`src/design/lpfd_pkg.sv`:
```
// ----------------------------------------------------------------------------
// lpfd_pkg
// Shared types and constants for the length-prefixed frame deframer.
// ----------------------------------------------------------------------------
package lpfd_pkg;

	localparam int unsigned BYTE_W = 8;
	localparam int unsigned LEN_W  = 32;

	localparam logic [LEN_W-1:0] MAX_LEN_RESET = 32'd1048576;

	typedef enum logic [1:0] {
		KIND_TYPE    = 2'd0,
		KIND_PAYLOAD = 2'd1,
		KIND_ERROR   = 2'd2
	} kind_t;

	typedef struct packed {
		logic              valid;
		logic [BYTE_W-1:0] data;
	} stage_t;

endpackage

```
`src/design/lpfd_in_reg.sv`:
```
// ----------------------------------------------------------------------------
// lpfd_in_reg
// Input register stage: captures one stream byte per transfer.
// ----------------------------------------------------------------------------
module lpfd_in_reg (
	input  logic                       clk,
	input  logic                       arst_n,
	input  logic                       in_valid,
	output logic                       in_ready,
	input  logic [lpfd_pkg::BYTE_W-1:0] rx_byte,
	output lpfd_pkg::stage_t           stage_s1,
	input  logic                       take_s1
);
	import lpfd_pkg::*;

	logic              valid_s1;
	logic [BYTE_W-1:0] byte_s1;

	assign in_ready = !valid_s1 || take_s1;

	always_ff @(posedge clk or negedge arst_n) begin
		if (!arst_n) begin
			valid_s1 <= 1'b0;
		end else if (in_ready) begin
			valid_s1 <= in_valid;
		end
	end

	always_ff @(posedge clk) begin
		if (in_valid && in_ready) begin
			byte_s1 <= rx_byte;
		end
	end

	assign stage_s1.valid = valid_s1;
	assign stage_s1.data  = byte_s1;

endmodule

```
`src/design/lpfd_parser.sv`:
```
// ----------------------------------------------------------------------------
// lpfd_parser
// Frame state, length check and result register.
// ----------------------------------------------------------------------------
module lpfd_parser (
	input  logic                        clk,
	input  logic                        arst_n,
	input  logic                        cfg_wr_en,
	input  logic [lpfd_pkg::LEN_W-1:0]  cfg_wr_data,
	input  lpfd_pkg::stage_t            stage_s1,
	output logic                        take_s1,
	output logic                        out_valid,
	input  logic                        out_ready,
	output lpfd_pkg::kind_t             kind_s2,
	output logic [lpfd_pkg::BYTE_W-1:0] data_s2,
	output logic                        last_s2
);
	import lpfd_pkg::*;

	typedef enum logic [1:0] {
		PH_HEADER  = 2'd0,
		PH_TYPE    = 2'd1,
		PH_PAYLOAD = 2'd2,
		PH_ERROR   = 2'd3
	} phase_t;

	phase_t             phase_q, phase_d;
	logic [1:0]         hdr_cnt_q, hdr_cnt_d;
	logic [LEN_W-1:0]   len_q, len_d;
	logic [LEN_W-1:0]   rem_q, rem_d;
	logic [LEN_W-1:0]   max_q;
	logic [LEN_W-1:0]   acc;
	logic               res_vld;
	kind_t              res_kind;
	logic               res_last;
	logic               out_valid_q;

	assign take_s1   = stage_s1.valid && (!out_valid_q || out_ready);
	assign out_valid = out_valid_q;

	always_comb begin
		phase_d   = phase_q;
		hdr_cnt_d = hdr_cnt_q;
		len_d     = len_q;
		rem_d     = rem_q;
		res_vld   = 1'b0;
		res_kind  = KIND_TYPE;
		res_last  = 1'b0;
		acc       = len_q;
		acc[{hdr_cnt_q, 3'b000} +: BYTE_W] = stage_s1.data;
		case (phase_q)
			PH_HEADER: begin
				if (hdr_cnt_q != 2'd3) begin
					hdr_cnt_d = hdr_cnt_q + 2'd1;
					len_d     = acc;
				end else begin
					hdr_cnt_d = 2'd0;
					len_d     = '0;
					if (acc == '0 || acc > max_q) begin
						phase_d  = PH_ERROR;
						res_vld  = 1'b1;
						res_kind = KIND_ERROR;
					end else begin
						rem_d   = acc;
						phase_d = PH_TYPE;
					end
				end
			end
			PH_TYPE, PH_PAYLOAD: begin
				res_vld  = 1'b1;
				res_kind = (phase_q == PH_TYPE) ? KIND_TYPE : KIND_PAYLOAD;
				res_last = (rem_q <= 32'd1);
				if (res_last) begin
					rem_d   = '0;
					phase_d = PH_HEADER;
				end else begin
					rem_d   = rem_q - 32'd1;
					phase_d = PH_PAYLOAD;
				end
			end
			default: begin
				phase_d = PH_ERROR;
			end
		endcase
	end

	always_ff @(posedge clk or negedge arst_n) begin
		if (!arst_n) begin
			phase_q     <= PH_HEADER;
			hdr_cnt_q   <= 2'd0;
			len_q       <= '0;
			rem_q       <= '0;
			max_q       <= MAX_LEN_RESET;
			out_valid_q <= 1'b0;
			kind_s2     <= KIND_TYPE;
			data_s2     <= '0;
			last_s2     <= 1'b0;
		end else begin
			if (cfg_wr_en) begin
				max_q <= cfg_wr_data;
			end
			if (take_s1) begin
				phase_q   <= phase_d;
				hdr_cnt_q <= hdr_cnt_d;
				len_q     <= len_d;
				rem_q     <= rem_d;
			end
			if (take_s1 && res_vld) begin
				out_valid_q <= 1'b1;
			end else if (out_ready) begin
				out_valid_q <= 1'b0;
			end
			if (take_s1 && res_vld) begin
				kind_s2 <= res_kind;
				data_s2 <= (res_kind == KIND_ERROR) ? '0 : stage_s1.data;
				last_s2 <= res_last;
			end
		end
	end

endmodule

```
`src/design/length_prefixed_frame_deframer.sv`:
```
// ----------------------------------------------------------------------------
// length_prefixed_frame_deframer
// Splits a byte stream of 32-bit little-endian length-prefixed frames into
// type, payload and error results.
// Results: an input byte passes the input register, then the result register.
// Throughput: one byte per cycle; a stalled result register holds the input.
// Reset: asynchronous; clears the frame state and sets the maximum length to
// 1048576. After a length error all bytes are dropped until reset.
// ----------------------------------------------------------------------------
module length_prefixed_frame_deframer (
	input  logic                        clk,
	input  logic                        arst_n,
	input  logic                        cfg_wr_en,
	input  logic [lpfd_pkg::LEN_W-1:0]  cfg_wr_data,
	input  logic                        in_valid,
	output logic                        in_ready,
	input  logic [lpfd_pkg::BYTE_W-1:0] rx_byte,
	output logic                        out_valid,
	input  logic                        out_ready,
	output logic [1:0]                  item_kind,
	output logic [lpfd_pkg::BYTE_W-1:0] item_data,
	output logic                        frame_last
);
	import lpfd_pkg::*;

	stage_t stage_s1;
	logic   take_s1;
	kind_t  kind_s2;

	lpfd_in_reg u_in_reg (
		.clk      (clk),
		.arst_n   (arst_n),
		.in_valid (in_valid),
		.in_ready (in_ready),
		.rx_byte  (rx_byte),
		.stage_s1 (stage_s1),
		.take_s1  (take_s1)
	);

	lpfd_parser u_parser (
		.clk         (clk),
		.arst_n      (arst_n),
		.cfg_wr_en   (cfg_wr_en),
		.cfg_wr_data (cfg_wr_data),
		.stage_s1    (stage_s1),
		.take_s1     (take_s1),
		.out_valid   (out_valid),
		.out_ready   (out_ready),
		.kind_s2     (kind_s2),
		.data_s2     (item_data),
		.last_s2     (frame_last)
	);

	assign item_kind = kind_s2;

endmodule
```
`config.mk`:
```
export PLATFORM = sky130hd
export DESIGN_NAME = length_prefixed_frame_deframer
export DESIGN_NICKNAME = d
export VERILOG_FILES = /design/src/design/lpfd_pkg.sv /design/src/design/lpfd_in_reg.sv /design/src/design/lpfd_parser.sv /design/src/design/length_prefixed_frame_deframer.sv
export SDC_FILE = /design/constraint.sdc
export NUM_CORES = 1
export LEC_CHECK = 0
export BUFFER_PORTS_ARGS = -buffer_cell sky130_fd_sc_hd__buf_2
export CAP_MARGIN = 20
export CORE_MARGIN = 2
export CORE_UTILIZATION = 60
export CTS_CLUSTER_SIZE = 8
export DETAILED_ROUTE_END_ITERATION = 8
export PLACE_DENSITY = 0.79
export SYNTH_ARGS = -nofsm -noshare
export SYNTH_HDL_FRONTEND = slang
export SYNTH_SLANG_ARGS = --single-unit
```
`constraint.sdc`:
```
create_clock -name clk -period 5 [get_ports clk]
set_clock_uncertainty 0.05 [all_clocks]
set_input_delay 1 -clock clk [delete_from_list [all_inputs] [get_ports clk]]
set_output_delay 1 -clock clk [all_outputs]
set_load 0.03 [all_outputs]
```
==> impl_metrics.yaml <==
status:
  status: "finished with violations"
  failed_checks: "design-rule violations"
synth:
  post_synth_main_area_contributors: "sky130_fd_sc_hd__dfrtp_1, sky130_fd_sc_hd__o21ai_0, sky130_fd_sc_hd__ha_1"
  synth_area_leader_cell: "sky130_fd_sc_hd__dfrtp_1"
  synth-main-ff-cell: "sky130_fd_sc_hd__dfrtp_1"
  synth.top_cells.by_count: "sky130_fd_sc_hd__o21ai_0, sky130_fd_sc_hd__dfrtp_1, sky130_fd_sc_hd__nand2_1"
  synthArstFlopShare_pct: 93.4
  yosysTopAreaCellShare_pct: 39.2
  synth-edff-count: 8
  mappedNetlistArea_sq_um: 7150
  synth_sequential_area_ratio_pct: 42.9
  post_synthesis_cell_type_count: 57
  post_synthesis_cell_count: 834
  yosys.cell_count.top_type: "sky130_fd_sc_hd__o21ai_0"
  ys_warn_count: 0
  ys_ff_latch: 121
  syn-num-nets: 922
  post_synth.cell_area_avg_sq_um: 8.58
routing:
  remaining_drc_errors: 6
  drt_iter0_drc: 721
  routed_wirelength_mm: 20.0
  route.detailed.wl_per_inst_microns: 19.4
  detailroute.via_count: 6442
  antenna_left: 0
  drt-vias-per-instance: 6.24
  detail_route.first_pass.iterations: 7
grt:
  initial_antenna_violation_count: 0
  grt_max_degree: 79
  gr-usage-met1_pct: 44.0
  grt_first_pass_wirelength_mm: 32.7
  most_used_routing_layer_in_global_routing: "met2"
  globalRouteMet3Util_pct: 6.48
  overflow: 0
  gr-usage-met2_pct: 51.9
  grt_pass1_vias: 6313
  global_route.usage.total_pct: 32.9
timing:
  worstMarginPinSlew_ns: 0.836
  finalSetupViolCount: 0
  hold_viol: 0
  min_period_over_period_pct: 94.1
  finalSetupTns_ns: 0
  final.min_clock_period_ns: 4.71
  rsz0062_at_grt: "false"
  hold_ws_ns: 0.361
  fmax_mhz: 212
  timing.max_slew.rel_slack_pct: 44.3
  drv_slew: 0
clocking:
  ctsResizeCount: 0
  cts_tree: "done"
  cts_num_sinks: 121
  cts_setup_buffers: 0
  worst_skew_pair.late_latency_ns: 0.43
  cts_hold_buffers: 0
  longest_clk_path_bufs: 2
  cts_buf_count: 17
  cts_max_level: 4
  clk_transition_reported_paths_ns: 0.06
  root_cell_of_the_clock_tree: "sky130_fd_sc_hd__clkbuf_16"
floorplanning:
  fp-row-count: 39
  die_width_microns: 113
  initial_utilization_pct: 62.1
  core-area_sq_um: 11500
  total_die_area_sq_um: 12800
  num_io_pins: 58
  die_height_microns: 113
power_and_ir_drop:
  p_seq_share_pct: 27.9
  combinationalPowerShare_pct: 48.9
  switchingPower_mw: 2.33
  power_per_cell_area_nw_per_um2: 646
  vdd.ir_drop.worst_v: 0.000363
  power_switching_share_pct: 44.5
  power.clock.fraction_pct: 23.2
  p_leak_nw: 4.00
  power_report.internal_total_mw: 2.91
flow_run:
  max_cap_violations: 0
finish:
  nets: 964
  drive_gt1_share_pct: 13.6
  synthToLayoutAreaGrowth_pct: 13.6
  post_layout_nonfiller_instances: 1032
  finalInstanceArea_sq_um: 8120
  num-fill-cells: 909
  n_antenna_cell: 0
setup_path:
  setup.worst_path.start: "u_parser.hdr_cnt_q[0]"
  endpoint: "u_parser.data_s2[6]"
  path_max_fanout: 18
  worst_r2r_startpoint: "u_parser.hdr_cnt_q[0]"
  worst_reg2reg_endpoint: "u_parser.data_s2[6]"
  crit_type: "flip-flop to flip-flop"
  r2r_slack_ns: 0.29
  cp_data_arrival_time_ns: 4.97
  critical_path.startpoint_type: "flip-flop"
  endpoint_kind: "flip-flop"
  r2r_cells: 15
  cp.required_ns: 5.26
placed_design:
  routabilityCongestion: 1.00
  post-dp-hpwl_mm: 13.9
  placement.io_buffers: 57
  place_inst: 999
  post_dp_cell_area_sq_um: 7510
min_path:
  hp-class: "primary input to asynchronous set/reset pin"
[routing by layer]
layer | vias to the layer above | wire length (microns)
li1 | 3002 | -
met1 | 3044 | 8420
met2 | 340 | 9130
met3 | 56 | 1700
met4 | 0 | 765
met5 | - | 0
[power groups by stage]
stage                     logic, mW  clock network (mW)  registers (mW)
after CTS                      2.51                1.22            1.45
after detailed placement       2.48                   0            1.46
after floorplan                1.78                   0            1.49
after global routing           2.81                1.27            1.49
after global placement         2.41                   0            1.45
final                          2.57                1.22            1.46
[cell families (layout without fill, tap and decap cells)]
logic type | Yosys count | after routing | synth area share [%]
compound gates | 257 | 257 | 21.2
fa+ha+maj | 43 | 43 | 7.52
buf+inv | 139 | 194 | 7.82
flops | 121 | 121 | 42.9
mux | 14 | 14 | 2.57
simple gates | 260 | 260 | 18.0
[final cells by class]
cell class | instances | area [sq um] | area share, %
clock buffer | 24 | 492 | 6.05
clock inverter | 8 | 92.6 | 1.14
inverter | 88 | 330 | 4.07
multi-input combinational | 574 | 3520 | 43.4
sequential | 121 | 3070 | 37.8
tap | 143 | 179 | 2.20
timing repair buffer | 74 | 435 | 5.36
[sequential cells by signal, indices dropped and copies added (netlist names)]
name,count
u_parser.kind_s2,2
u_in_reg.byte_s1,8
u_parser.max_q,32
u_parser.phase_q,2
u_parser.data_s2,8
u_parser.last_s2,1
u_in_reg.valid_s1,1
u_parser.len_q,32
u_parser.hdr_cnt_q,2
u_parser.rem_q,32
u_parser.out_valid,1
[stage by stage]
step | utilization (%) | worst slack (ns) | power [mW]
3_3_place_gp | 65.2 | 0.601 | 3.86
2_1_floorplan | - | 1.15 | 3.27
4_1_cts | 70.3 | 0.397 | 5.19
6_report | 70.5 | 0.293 | 5.25
5_1_grt | 70.5 | 0.0939 | 5.57
3_5_place_dp | 65.2 | 0.442 | 3.95
[worst max-delay path, stage by stage, from the launching register on]
cell and delay [ns]:
sky130_fd_sc_hd__dfrtp_1 0.57, sky130_fd_sc_hd__inv_1 0.20, sky130_fd_sc_hd__ha_1 0.47, sky130_fd_sc_hd__and2_4 0.25, sky130_fd_sc_hd__a31oi_1 0.41, sky130_fd_sc_hd__inv_1 0.09
sky130_fd_sc_hd__ha_1 0.30, sky130_fd_sc_hd__and4_1 0.25, sky130_fd_sc_hd__nand4_1 0.21, sky130_fd_sc_hd__a211o_1 0.32, sky130_fd_sc_hd__nand4b_1 0.11, sky130_fd_sc_hd__nand3b_1 0.14
sky130_fd_sc_hd__a31oi_4 0.52, sky130_fd_sc_hd__a31oi_1 0.17, sky130_fd_sc_hd__buf_4 0.23, sky130_fd_sc_hd__mux2_4 0.31
[placed cells by master, fill, tap and decap left out, types with 4 or more instances in the layout]
cell,Yosys,routed
sky130_fd_sc_hd__dfrtp_1,112,112
sky130_fd_sc_hd__and2_1,5,5
sky130_fd_sc_hd__nor3_1,12,12
sky130_fd_sc_hd__nand2b_1,5,5
sky130_fd_sc_hd__clkinv_2,0,5
sky130_fd_sc_hd__o31ai_1,16,16
sky130_fd_sc_hd__nand3_1,8,8
sky130_fd_sc_hd__nand2_1,89,89
sky130_fd_sc_hd__mux2_4,8,8
sky130_fd_sc_hd__nand4_1,14,14
sky130_fd_sc_hd__clkbuf_16,0,17
sky130_fd_sc_hd__nor4_1,11,11
sky130_fd_sc_hd__nor2_1,51,51
sky130_fd_sc_hd__inv_1,88,88
sky130_fd_sc_hd__ha_1,43,43
sky130_fd_sc_hd__a21oi_1,34,34
sky130_fd_sc_hd__a31oi_1,44,44
sky130_fd_sc_hd__buf_4,0,17
sky130_fd_sc_hd__buf_2,4,56
sky130_fd_sc_hd__a41oi_1,5,5
sky130_fd_sc_hd__clkbuf_8,0,4
sky130_fd_sc_hd__o21ai_0,129,129
sky130_fd_sc_hd__o22a_1,5,5
sky130_fd_sc_hd__nor2b_1,44,44
sky130_fd_sc_hd__edfxtp_1,8,8
[how the worst min path moves through the flow]
stage | from | endpoint | slack [ns] | cells past startpoint
CTS | u_parser.len_q[7] | u_parser.len_q[7] | 0.43 | 2
floorplan | u_parser.len_q[1] | u_parser.len_q[1] | 0.39 | 2
detailed placement | u_parser.len_q[7] | u_parser.len_q[7] | 0.41 | 2
global placement | u_parser.len_q[2] | u_parser.len_q[2] | 0.40 | 2
finish | arst_n | u_parser.len_q[31] | 0.36 | 1
global route | arst_n | u_parser.len_q[29] | 0.36 | 1
(Power assumes the default switching activity.)
